## src/design/obb_ram.sv

```systemverilog
// obb_ram: generic simple dual-port ram (one write port, one read port) with registered read
// depends on nothing
`default_nettype none
module obb_ram #(
   parameter int Width = 8,
   parameter int Depth = 32
) (
   input  wire logic                     clock,
   input  wire logic                     wr_en,
   input  wire logic [$clog2(Depth)-1:0] wr_addr,
   input  wire logic [Width-1:0]         wr_data,
   input  wire logic [$clog2(Depth)-1:0] rd_addr,
   output logic      [Width-1:0]         rd_data
);
   logic [Width-1:0] mem_ff [Depth];

   // write port and registered read
   always_ff @(posedge clock) begin
      if (wr_en) mem_ff[wr_addr] <= wr_data;
      rd_data <= mem_ff[rd_addr];
   end
endmodule
`default_nettype wire

```

## config.mk

```make
export PLATFORM = sky130hd
export DESIGN_NAME = obb_ram
export DESIGN_NICKNAME = d
export VERILOG_FILES = /design/src/design/obb_ram.sv
export SDC_FILE = /design/constraint.sdc
export NUM_CORES = 1
export LEC_CHECK = 0
export BUFFER_PORTS_ARGS = -buffer_cell sky130_fd_sc_hd__buf_2
export CORE_AREA = 2 2 211 130
export DETAILED_ROUTE_END_ITERATION = 8
export DIE_AREA = 0 0 213 132
export PLACE_DENSITY = 0.65
export SETUP_SLACK_MARGIN = 0.15
export SLEW_MARGIN = 20
export SYNTH_ARGS = -nofsm -noshare
export SYNTH_HDL_FRONTEND = slang
export SYNTH_SLANG_ARGS = --single-unit
```

## constraint.sdc

```tcl
create_clock -name clock -period 1.9 [get_ports clock]
set_input_delay 0.095 -clock clock [delete_from_list [all_inputs] [get_ports clock]]
set_output_delay 0.095 -clock clock [all_outputs]
set_load 0.01 [all_outputs]
```

==> out/qor.yml <==
clock_tree:
  clock_latency_ps: 510
  cts_hold_buf: 0
  cts_tree: "yes"
  clkTransAtPathRegs_ps: 70
  root_buffer: "clkbuf_16"
  clockBufferDepth: 3
  clock_sinks: 264
  post-cts-setup-buffers: 0
  ctsHtreeMaxLevel: 1
  cts_made_buffers: 24
sta:
  tightest_slew_ps: 707
  grt_setup_unrepaired: "true"
  fin_ws_ps: 31.5
  period_share_pct: 98.3
  hold_viol_final: 0
  fin_worst_skew_ps: 7.62
  layout_min_cycle_time_ps: 1870
  relSlewSlack_pct: 52.9
  slew_viol_final: 0
  fmax_mhz: 535
  setup_violations: 0
critical_path:
  worst_setup_path_end_kind: "flip-flop"
  arrival_ps: 2270
  startpoint: "mem_ff[29][3]"
  path_class: "flip-flop to flip-flop"
  rr_startpoint: "mem_ff[29][3]"
  path_max_fanout: 1
  crit_required_ps: 2300
  start_kind: "flip-flop"
grt:
  grt-ovfl-total: 0
  grt_pass1_wl_um: 32400
  first_global_vias: 4733
  track_usage_pct: 16.1
  grt_start_max_net_pins: 37
  antenna_found_initial: 2
synthesis:
  synth-main-ff-cell: "edfxtp_1"
  yosysMostFrequentCell: "edfxtp_1"
  synth.area.top_cells: "edfxtp_1 (76%), mux4_2 (18%), dfxtp_1 (1.6%)"
  synth_cell_types: 15
  synth_area_per_cell_um2: 24.1
  synth_fp_nets: 437
  ys_ff_latch: 264
  netlist_top_cells_count: "edfxtp_1 (256), mux4_2 (80), nor2_1 (33)"
  yosysTopAreaCell: "edfxtp_1"
  synthCells: 417
  netlist_area_mm2: 0.0101
  yosysWarnings: 0
  synth_top_area_share_pct: 76.5
  seq_area_frac_synth_pct: 78.1
  async_flop_share_pct: 0
  synth_edf_count: 256
floorplan:
  die_h_um: 132
  coreArea_mm2: 0.0261
  initial_core_util_pct: 38.6
  die_w_um: 213
  die_area_mm2: 0.0281
  rows: 46
  io_pins: 28
drt:
  drt_first_pass_iters: 4
  wirelength_um: 22000
  drt_iter0_drc: 524
  drc_errors: 0
  via_per_inst: 5.31
  ant_nets: 0
  vias: 4611
  wire_per_inst_um: 25.3
place:
  dp.cells: 828
  io_buffers: 27
  dp_hpwl_um: 14100
  place_area_mm2: 0.0109
  place_ws_ps: -139
  gp_congestion: 0.808
power_and_ir_drop:
  p_leak_nw: 3.71
  power_density_mw_per_mm2: 1010
  vdd_drop_max_uv: 883
  total_power_w: 0.0118
min_path:
  holdCritPathClass: "input port to flip-flop"
  holdCritStartpoint: "rd_addr[3]"
cells_and_area:
  finish.utilization_pct: 44.9
  syn_to_final_growth_pct: 16.4
  final_area_mm2: 0.0117
  stdcell_count: 869
  nFillCells: 2135
  drive_gt1_share_pct: 38.1
  antenna_cells: 0
  layout.nets: 514
outcome:
  status: "complete, no violations"
flow_run:
  maxCapViolations: 0
-- through the flow --
stage | hold WS (ps) | TNS [ps]
finish | 27.1 | 0
global route | 20.1 | 0
CTS | 21.7 | 0
detailed placement | 502 | -698
global placement | 490 | -611
floorplan | 194 | 0
-- power breakdown --
part           switching (W)  internal [W]
clock                0.00199       0.00266
sequential         0.0000279       0.00647
combinational       0.000377      0.000292
total                0.00240       0.00942
-- flip-flops by register name, indices dropped and copies added (netlist names) --
signal / count
mem_ff: 256
rd_data: 8
-- worst paths after layout --
kind,endpoint,slack [ps],depth (start not counted)
min reg2reg,rd_data[5],930,3
max,rd_data[3],30,3
min,rd_data[6],30,2
max reg2reg,rd_data[3],30,3
-- timing repair --
| action | in CTS | in global routing |
|---|---|---|
| gates resized for setup | 1 | 1 |
| endpoints found under the hold margin | 0 | 0 |
| endpoints found under the setup margin | 8 | 8 |
-- routing by layer --
metal / vias up / wire [um] / GRT usage, %
li1: 1926 / - / -
met1: 2477 / 10100 / 25.2
met2: 178 / 9680 / 23.0
met3: 30 / 1900 / 3.98
met4: 0 / 357 / 3.30
met5: - / 0 / 0
-- cell type report --
class                      count  area, um^2  area share (%)
tap                          360         450            3.85
multi-input combinational    133        2110            18.0
timing repair buffer          71         543            4.64
clock inverter                 7        67.6           0.577
clock buffer                  34         689            5.89
sequential                   264        7850            67.0
-- critical path: stages, from the launching register on --
cell and delay [ps]:
edfxtp_1 370, mux4_2 560, mux4_2 540, mux2_4 280
-- logic make-up (layout without fill, tap and decap cells) --
group,Yosys count,after routing,share of synthesized area (%)
buffers and inverters,20,112,1.06
DFF,264,264,78.1
muxes,88,88,18.8
and+or+nand+nor,45,45,2.07
-- cell usage in the layout (no fill, tap or decap) --
cell type,Yosys,routed
bufinv_16,0,1
clkinv_1,0,3
mux2_4,0,2
dfxtp_1,8,8
clkinv_8,0,1
clkbuf_16,0,25
nand3b_1,5,5
clkbuf_1,6,6
buf_4,6,39
nand2_1,1,1
nor2_1,33,33
or3_1,1,1
buf_2,1,26
mux2_2,8,6
clkinv_2,0,2
buf_12,0,6
or3b_2,3,3
nand3_1,2,2
edfxtp_1,256,256
mux4_2,80,80
clkbuf_8,0,3
Power figures use the tool's default switching activity.
